==> config.mk <==
export PLATFORM = sky130hd
export DESIGN_NAME = pixel_channel_view_lsb_plane_unit
export DESIGN_NICKNAME = d
export VERILOG_FILES = /design/src/design/pcvl_pkg.sv /design/src/design/pcvl_regs.sv /design/src/design/pcvl_view.sv /design/src/design/pixel_channel_view_lsb_plane_unit.sv
export SDC_FILE = /design/constraint.sdc
export NUM_CORES = 1
export LEC_CHECK = 0
export BUFFER_PORTS_ARGS = -buffer_cell sky130_fd_sc_hd__clkbuf_2
export CORE_ASPECT_RATIO = 1.5
export CORE_UTILIZATION = 45
export DETAILED_ROUTE_END_ITERATION = 8
export PLACE_DENSITY = 0.6
export SLEW_MARGIN = 15
export SYNTH_ARGS = -nofsm -noshare
export SYNTH_HDL_FRONTEND = slang
export SYNTH_SLANG_ARGS = --single-unit
==> constraint.sdc <==
create_clock -name clk -period 19.4 [get_ports clk]
set_input_delay 0 -clock clk [delete_from_list [all_inputs] [get_ports clk]]
set_output_delay 0 -clock clk [all_outputs]
set_load 0.02 [all_outputs]
==> src/design/pcvl_pkg.sv <==
// Shared types, register map and BT.601 weights for the pixel channel view block.
package pcvl_pkg;

    localparam int unsigned COMP_W = 8;
    localparam int unsigned DATA_W = 32;
    localparam int unsigned ADDR_W = 4;
    localparam int unsigned WEIGHT_W = 16;
    localparam int unsigned PROD_W = COMP_W + WEIGHT_W;
    localparam int unsigned SUM_W = PROD_W + 2;

    typedef enum logic [2:0] {
        CH_RED   = 3'd0,
        CH_GREEN = 3'd1,
        CH_BLUE  = 3'd2,
        CH_LUMA  = 3'd3,
        CH_CB    = 3'd4,
        CH_CR    = 3'd5,
        CH_PASS  = 3'd6
    } channel_t;

    typedef enum logic [1:0] {
        REG_CHANNEL_SELECT   = 2'd0,
        REG_LSB_VIEW_ENABLE  = 2'd1,
        REG_SOURCE_HAS_ALPHA = 2'd2
    } reg_index_t;

    typedef struct packed {
        logic [2:0] channel_select;
        logic       lsb_view_enable;
        logic       source_has_alpha;
    } cfg_t;

    typedef struct packed {
        logic [COMP_W-1:0] red;
        logic [COMP_W-1:0] green;
        logic [COMP_W-1:0] blue;
        logic [COMP_W-1:0] alpha;
    } pixel_t;

    localparam logic [WEIGHT_W-1:0] W_Y_R  = 16'd19595;
    localparam logic [WEIGHT_W-1:0] W_Y_G  = 16'd38470;
    localparam logic [WEIGHT_W-1:0] W_Y_B  = 16'd7471;
    localparam logic [WEIGHT_W-1:0] W_CB_R = 16'd11058;
    localparam logic [WEIGHT_W-1:0] W_CB_G = 16'd21710;
    localparam logic [WEIGHT_W-1:0] W_CB_B = 16'd32768;
    localparam logic [WEIGHT_W-1:0] W_CR_R = 16'd32768;
    localparam logic [WEIGHT_W-1:0] W_CR_G = 16'd27439;
    localparam logic [WEIGHT_W-1:0] W_CR_B = 16'd5329;

    localparam logic signed [SUM_W-1:0] OFFSET_Q16 = 26'sd8388608;

    localparam logic [COMP_W-1:0] COMP_MAX = 8'hFF;

endpackage

==> src/design/pcvl_regs.sv <==
// APB configuration registers for the pixel channel view block.
module pcvl_regs (
    input  logic                          clk,
    input  logic                          rst_n,
    input  logic                          psel,
    input  logic                          penable,
    input  logic                          pwrite,
    input  logic [pcvl_pkg::ADDR_W-1:0]   paddr,
    input  logic [pcvl_pkg::DATA_W-1:0]   pwdata,
    output logic [pcvl_pkg::DATA_W-1:0]   prdata,
    output logic                          pready,
    output pcvl_pkg::cfg_t                cfg
);

    pcvl_pkg::cfg_t cfg_reg;
    pcvl_pkg::cfg_t cfg_next;
    logic           wr_en;
    logic [1:0]     reg_idx;

    assign pready  = 1'b1;
    assign wr_en   = psel & penable & pwrite & pready;
    assign reg_idx = paddr[3:2];

    always_comb
    begin
        cfg_next = cfg_reg;
        if (wr_en)
        begin
            unique case (reg_idx)
                pcvl_pkg::REG_CHANNEL_SELECT:   cfg_next.channel_select   = pwdata[2:0];
                pcvl_pkg::REG_LSB_VIEW_ENABLE:  cfg_next.lsb_view_enable  = pwdata[0];
                pcvl_pkg::REG_SOURCE_HAS_ALPHA: cfg_next.source_has_alpha = pwdata[0];
                default:                        cfg_next = cfg_reg;
            endcase
        end
    end

    always_ff @(posedge clk or negedge rst_n)
    begin
        if (!rst_n)
        begin
            cfg_reg.channel_select   <= pcvl_pkg::CH_PASS;
            cfg_reg.lsb_view_enable  <= 1'b0;
            cfg_reg.source_has_alpha <= 1'b0;
        end
        else
        begin
            cfg_reg <= cfg_next;
        end
    end

    always_comb
    begin
        prdata = '0;
        unique case (reg_idx)
            pcvl_pkg::REG_CHANNEL_SELECT:   prdata[2:0] = cfg_reg.channel_select;
            pcvl_pkg::REG_LSB_VIEW_ENABLE:  prdata[0]   = cfg_reg.lsb_view_enable;
            pcvl_pkg::REG_SOURCE_HAS_ALPHA: prdata[0]   = cfg_reg.source_has_alpha;
            default:                        prdata      = '0;
        endcase
    end

    assign cfg = cfg_reg;

endmodule

==> src/design/pcvl_view.sv <==
// Combinational view logic: channel pick, BT.601 gray levels, LSB plane and alpha.
module pcvl_view (
    input  pcvl_pkg::cfg_t   cfg,
    input  pcvl_pkg::pixel_t pix,
    output pcvl_pkg::pixel_t view
);

    function automatic logic [pcvl_pkg::COMP_W-1:0] gray_clamp(
        input logic signed [pcvl_pkg::SUM_W-1:0] s
    );
        logic [pcvl_pkg::COMP_W-1:0] g;
        if (s[pcvl_pkg::SUM_W-1])
            g = '0;
        else if (s[pcvl_pkg::SUM_W-2])
            g = pcvl_pkg::COMP_MAX;
        else
            g = s[pcvl_pkg::SUM_W-3 -: pcvl_pkg::COMP_W];
        return g;
    endfunction

    function automatic logic signed [pcvl_pkg::SUM_W-1:0] ext(
        input logic [pcvl_pkg::PROD_W-1:0] p
    );
        return $signed({2'b00, p});
    endfunction

    logic [pcvl_pkg::PROD_W-1:0]        y_r, y_g, y_b;
    logic [pcvl_pkg::PROD_W-1:0]        cb_r, cb_g, cb_b;
    logic [pcvl_pkg::PROD_W-1:0]        cr_r, cr_g, cr_b;
    logic signed [pcvl_pkg::SUM_W-1:0]  y_sum, cb_sum, cr_sum;
    logic [pcvl_pkg::COMP_W-1:0]        y_gray, cb_gray, cr_gray;
    pcvl_pkg::pixel_t                   sel;

    assign y_r  = pix.red   * pcvl_pkg::W_Y_R;
    assign y_g  = pix.green * pcvl_pkg::W_Y_G;
    assign y_b  = pix.blue  * pcvl_pkg::W_Y_B;
    assign cb_r = pix.red   * pcvl_pkg::W_CB_R;
    assign cb_g = pix.green * pcvl_pkg::W_CB_G;
    assign cb_b = pix.blue  * pcvl_pkg::W_CB_B;
    assign cr_r = pix.red   * pcvl_pkg::W_CR_R;
    assign cr_g = pix.green * pcvl_pkg::W_CR_G;
    assign cr_b = pix.blue  * pcvl_pkg::W_CR_B;

    assign y_sum  = ext(y_r) + ext(y_g) + ext(y_b);
    assign cb_sum = pcvl_pkg::OFFSET_Q16 - ext(cb_r) - ext(cb_g) + ext(cb_b);
    assign cr_sum = pcvl_pkg::OFFSET_Q16 + ext(cr_r) - ext(cr_g) - ext(cr_b);

    assign y_gray  = gray_clamp(y_sum);
    assign cb_gray = gray_clamp(cb_sum);
    assign cr_gray = gray_clamp(cr_sum);

    always_comb
    begin
        sel.alpha = pcvl_pkg::COMP_MAX;
        unique case (cfg.channel_select)
            pcvl_pkg::CH_RED:
            begin
                sel.red   = pix.red;
                sel.green = '0;
                sel.blue  = '0;
            end
            pcvl_pkg::CH_GREEN:
            begin
                sel.red   = '0;
                sel.green = pix.green;
                sel.blue  = '0;
            end
            pcvl_pkg::CH_BLUE:
            begin
                sel.red   = '0;
                sel.green = '0;
                sel.blue  = pix.blue;
            end
            pcvl_pkg::CH_LUMA:
            begin
                sel.red   = y_gray;
                sel.green = y_gray;
                sel.blue  = y_gray;
            end
            pcvl_pkg::CH_CB:
            begin
                sel.red   = cb_gray;
                sel.green = cb_gray;
                sel.blue  = cb_gray;
            end
            pcvl_pkg::CH_CR:
            begin
                sel.red   = cr_gray;
                sel.green = cr_gray;
                sel.blue  = cr_gray;
            end
            default:
            begin
                // Pass-through, also taken by the unused selector code.
                sel.red   = pix.red;
                sel.green = pix.green;
                sel.blue  = pix.blue;
                sel.alpha = cfg.source_has_alpha ? pix.alpha : pcvl_pkg::COMP_MAX;
            end
        endcase
    end

    always_comb
    begin
        view = sel;
        if (cfg.lsb_view_enable)
        begin
            view.red   = {pcvl_pkg::COMP_W{sel.red[0]}};
            view.green = {pcvl_pkg::COMP_W{sel.green[0]}};
            view.blue  = {pcvl_pkg::COMP_W{sel.blue[0]}};
            view.alpha = cfg.source_has_alpha ? {pcvl_pkg::COMP_W{sel.alpha[0]}}
                                              : pcvl_pkg::COMP_MAX;
        end
    end

endmodule

==> src/design/pixel_channel_view_lsb_plane_unit.sv <==
// Top level of the pixel channel view block with optional least-significant-bit plane.
//
//   Channel       Signals                               Transaction
//   ------------  ------------------------------------  ------------------------------
//   Pixel in      start, busy, in_red..in_alpha         start high while busy low
//   View out      done, out_red..out_alpha              done high for one cycle
//   Config        psel, penable, pwrite, paddr, pwdata  APB write, pready always high
//
// One pixel is accepted in every cycle; busy is never raised.
// The view pixel appears with done after it passes the input register and then the weight
// multipliers and selection into the result register.
// Reset clears the valid flags and loads the register defaults (pass-through, LSB view off).
// The receiver cannot stall, so nothing is held back at the result side.
module pixel_channel_view_lsb_plane_unit (
    input  logic                          clk,
    input  logic                          rst_n,
    input  logic                          psel,
    input  logic                          penable,
    input  logic                          pwrite,
    input  logic [pcvl_pkg::ADDR_W-1:0]   paddr,
    input  logic [pcvl_pkg::DATA_W-1:0]   pwdata,
    output logic [pcvl_pkg::DATA_W-1:0]   prdata,
    output logic                          pready,
    input  logic                          start,
    output logic                          busy,
    input  logic [pcvl_pkg::COMP_W-1:0]   in_red,
    input  logic [pcvl_pkg::COMP_W-1:0]   in_green,
    input  logic [pcvl_pkg::COMP_W-1:0]   in_blue,
    input  logic [pcvl_pkg::COMP_W-1:0]   in_alpha,
    output logic                          done,
    output logic [pcvl_pkg::COMP_W-1:0]   out_red,
    output logic [pcvl_pkg::COMP_W-1:0]   out_green,
    output logic [pcvl_pkg::COMP_W-1:0]   out_blue,
    output logic [pcvl_pkg::COMP_W-1:0]   out_alpha
);

    pcvl_pkg::cfg_t   cfg;
    pcvl_pkg::cfg_t   s1_cfg_reg;
    pcvl_pkg::pixel_t s1_pix_reg;
    pcvl_pkg::pixel_t res_pix_reg;
    pcvl_pkg::pixel_t view;
    logic             s1_valid_reg;
    logic             done_reg;
    logic             accept;

    pcvl_regs u_regs (
        .clk     (clk),
        .rst_n   (rst_n),
        .psel    (psel),
        .penable (penable),
        .pwrite  (pwrite),
        .paddr   (paddr),
        .pwdata  (pwdata),
        .prdata  (prdata),
        .pready  (pready),
        .cfg     (cfg)
    );

    assign busy   = 1'b0;
    assign accept = start & ~busy;

    always_ff @(posedge clk or negedge rst_n)
    begin
        if (!rst_n)
        begin
            s1_valid_reg <= 1'b0;
            done_reg     <= 1'b0;
        end
        else
        begin
            s1_valid_reg <= accept;
            done_reg     <= s1_valid_reg;
        end
    end

    always_ff @(posedge clk)
    begin
        if (accept)
        begin
            s1_pix_reg <= '{red: in_red, green: in_green, blue: in_blue, alpha: in_alpha};
            s1_cfg_reg <= cfg;
        end
        if (s1_valid_reg)
        begin
            res_pix_reg <= view;
        end
    end

    pcvl_view u_view (
        .cfg  (s1_cfg_reg),
        .pix  (s1_pix_reg),
        .view (view)
    );

    assign done      = done_reg;
    assign out_red   = res_pix_reg.red;
    assign out_green = res_pix_reg.green;
    assign out_blue  = res_pix_reg.blue;
    assign out_alpha = res_pix_reg.alpha;

`ifndef SYNTHESIS
    a_done_follows_accept: assert property (@(posedge clk) disable iff (!rst_n)
        accept |=> ##1 done)
        else $error("accepted pixel did not produce a result");

    a_no_spurious_done: assert property (@(posedge clk) disable iff (!rst_n)
        s1_valid_reg |=> done)
        else $error("input stage held a pixel but no result followed");

    a_done_needs_stage: assert property (@(posedge clk) disable iff (!rst_n)
        done |-> $past(s1_valid_reg))
        else $error("result strobe without a pixel in the input stage");

    a_alpha_opaque: assert property (@(posedge clk) disable iff (!rst_n)
        s1_valid_reg && !s1_cfg_reg.source_has_alpha |=> out_alpha == pcvl_pkg::COMP_MAX)
        else $error("alpha not opaque while the source has no alpha");

    a_lsb_plane: assert property (@(posedge clk) disable iff (!rst_n)
        s1_valid_reg && s1_cfg_reg.lsb_view_enable
        |=> (out_red == '0 || out_red == pcvl_pkg::COMP_MAX)
            && (out_green == '0 || out_green == pcvl_pkg::COMP_MAX)
            && (out_blue == '0 || out_blue == pcvl_pkg::COMP_MAX))
        else $error("LSB view produced a component other than 0 or 255");
`endif

endmodule

==> results by group <==
Floorplan
  – Initial standard-cell utilization of the core: 0.458
  – Full die area: 0.0438 sq mm
  – Floorplan core area: 0.0422 sq mm
  – I/O pins: 141
  – Die width: 171 um
  – Die outline height: 256 um
  – Rows: 92

Yosys
  – Number of library cell types mapped by synthesis: 99
  – Fraction of synthesis flops using an asynchronous set or reset pin: 0.0921
  – Cells after synthesis: 2073
  – Ranking of synthesized cells by instance count: 452 x sky130_fd_sc_hd__ha_1, 381 x sky130_fd_sc_hd__inv_1, 184 x sky130_fd_sc_hd__fa_1, 109 x sky130_fd_sc_hd__a21oi_1, 102 x sky130_fd_sc_hd__nor2_1
  – Number of flip-flops and latches in the synthesized netlist: 76
  – Cell area after synthesis: 0.0193 sq mm
  – Predominant post-synthesis flop cell: sky130_fd_sc_hd__edfxtp_1
  – Top post-synthesis cells by area: sky130_fd_sc_hd__ha_1 29%, sky130_fd_sc_hd__fa_1 19%, sky130_fd_sc_hd__edfxtp_1 11%
  – Most area-hungry cell type in the Yosys netlist: sky130_fd_sc_hd__ha_1
  – Fraction of post-synthesis cell area in the top cell type by area: 0.293
  – Fraction of the yosys area taken by sequential cells: 0.116
  – Cell with the most instances after synthesis: sky130_fd_sc_hd__ha_1
  – Count of flip-flops with a built-in enable after synthesis: 69
  – Mean post-synth cell area: 9.33 sq um
  – Number of warnings issued by yosys: 0

Finish
  – Area growth syn-to-layout: 8.55%
  – Final Cell Area: 0.0210 sq mm
  – Number of flip-flops in the largest register: 32
  – Share of layout cells above drive strength 1: 0.0762
  – N_diodes: 0
  – Number of nets in the layout: 2910

Global routing
  – Via count of the first global-routing pass: 15700
  – All-layer global routing usage: 0.251
  – Pin count of the biggest net entering global routing: 33
  – Global-route congestion overflow total: 0
  – Antenna violations before repair: 0
  – Wire length of the first global-routing pass: 83700 um

Placement
  – Post-detailed-placement half-perimeter wirelength: 45100 um
  – Total cell area at the placement stage: 0.0203 sq mm
  – Routability congestion estimate: 0.933
  – Port-buffer cells: 78
  – Worst Setup Slack post-DPL: 8.65 ns

Clocking
  – Clk Latency, worst-skew pair: 0.38 ns
  – Cell at the root of the clock tree: sky130_fd_sc_hd__clkbuf_16
  – TritonCTS clock tree: done
  – Worst-case clock buffer depth: 2
  – Clock H-tree levels: 3
  – Number of clock buffers inserted by TritonCTS: 9
  – Clock tree sinks: 76
  – PostCTS Resize Cnt: 0
  – Clock transition at the register clock pins on the worst setup and hold paths after CTS: 0.07 ns

Setup path
  – Most prevalent standard cell on the critical path: sky130_fd_sc_hd__a21oi_1
  – Critical Path End Type: flop
  – Max incr delay on CP: 0.73 ns
  – Startpoint Class: flop
  – WP data required: 19.47 ns
  – Crit-path slowest cell: sky130_fd_sc_hd__edfxtp_1
  – Largest fanout on the critical path: 14
  – Worst Setup Path Type: reg2reg
  – Worst path arrival time: 10.94 ns

Route
  – Vias: 15100
  – Average wire length per cell after detail routing: 19.1 um
  – DRC Markers: 0
  – Via density per instance: 5.47
  – First DRT Iteration DRCs: 733
  – Final routed wirelength across all metal layers: 52800 um
  – Number of detailed-routing iterations run before antenna repair: 5
  – Antenna viol nets, final: 0

Timing
  – Worst slack on hold paths: 0.0619 ns
  – Clock Skew: 0.0147 ns
  – Final period util: 0.560
  – Worst-case setup margin in the final layout: 8.53 ns
  – Transition time of the tightest slew-check pin: 0.823 ns
  – Final Setup Violations: 0
  – Post-layout min period: 10.87 ns
  – Setup repair after global routing missed its margin: false
  – Number of hold violations in the final report: 0
  – Maximum clock frequency: 92.0 MHz
  – Slew Limit Fails: 0
  – Setup TNS Final: 0 ns
  – Rel. slew slack: 0.451

Status
  – Outcome: finished clean

Worst hold path
  – Type of the most critical hold path: in2reg

Flow run
  – Max-Cap Viols: 0
## worst paths after layout
kind | startpoint | end | slack [ns] | cells past startpoint
worst min register to register | s1_valid_reg | done | 0.38 | 0
worst max-delay path | s1_pix_reg[22] | out_blue[3] | 8.53 | 39
min in group asynchronous | rst_n | u_regs.cfg[3] | 0.15 | 2
max in group asynchronous | rst_n | u_regs.cfg[0] | 18.56 | 3
worst min-delay path | paddr[3] | u_regs.cfg[1] | 0.06 | 3
worst max register to register | s1_pix_reg[22] | out_blue[3] | 8.53 | 39
## area by class of cell
class,count,area [sq um]
Fill cell,4062,21300
Multi-Input combinational cell,1607,15500
Sequential cell,76,2250
Inverter,381,1430
Timing Repair Buffer,125,836
Tap cell,564,706
Clock buffer,14,265
Clock inverter,2,12.5
## stage by stage
stage | instances | util
finish | 2769 | 0.497
global route | 2769 | 0.497
CTS | 2769 | 0.497
detailed placement | 2716 | 0.481
global placement | 2716 | 0.481
floorplan | 2102 | -
## worst max-delay path, delay by kind of cell (launching register included)
kind / cells / cell delay (ns)
fa+ha+maj: 10 / 4.49
flops: 1 / 0.73
xor+xnor: 2 / 0.35
compound gates: 18 / 4.15
buf+inv: 5 / 0.32
simple gates: 4 / 0.50
## layout by cell type, fill, tap and decap left out, drive strengths merged, types with 16 or more instances in the layout
master	n
xnor2	83
nor2b	18
a211oi	23
nand3	33
dlygate4sd3	37
a21oi	113
nor3	52
conb	31
xor2	46
a21o	40
edfxtp	69
or3	19
inv	381
clkbuf	92
o21ai	80
fa	184
nor2	103
ha	452
nand2	86
or2	18
a31oi	22
o21a	16
## routing by layer
metal  up-vias  wire [um]  share of wire  GRT usage
met5         -          0              0          0
met4         0       2410          0.046      0.116
met3        98       1230          0.023     0.0230
met2       317      27700           0.52      0.458
met1      7385      21500           0.41      0.292
li1       7348          -              -          -
## repair_timing
| action | CTS | global route |
|---|---|---|
| setup buffers | 0 | 0 |
| hold buffers | 37 | 0 |
| endpoints found under the hold margin | 44 | 0 |
## logic make-up (layout without fill, tap and decap cells)
| logic type | count (synthesis) | count (layout) | share of synthesized area |
|---|---|---|---|
| AOI/OAI and AO/OA | 397 | 397 | 0.139 |
| xor gates and xnor gates | 129 | 129 | 0.0584 |
| and+or+nand+nor | 405 | 405 | 0.109 |
| adders and majority gates | 636 | 636 | 0.483 |
| DFF | 76 | 76 | 0.116 |
| muxes | 9 | 9 | 0.00505 |
| buffers and inverters | 419 | 522 | 0.0882 |
| other | 2 | 31 | 0.000388 |
Power is left out: the tool's default activity adds up to more than one toggle a clock period on the data nets, which glitch-free logic cannot reach.
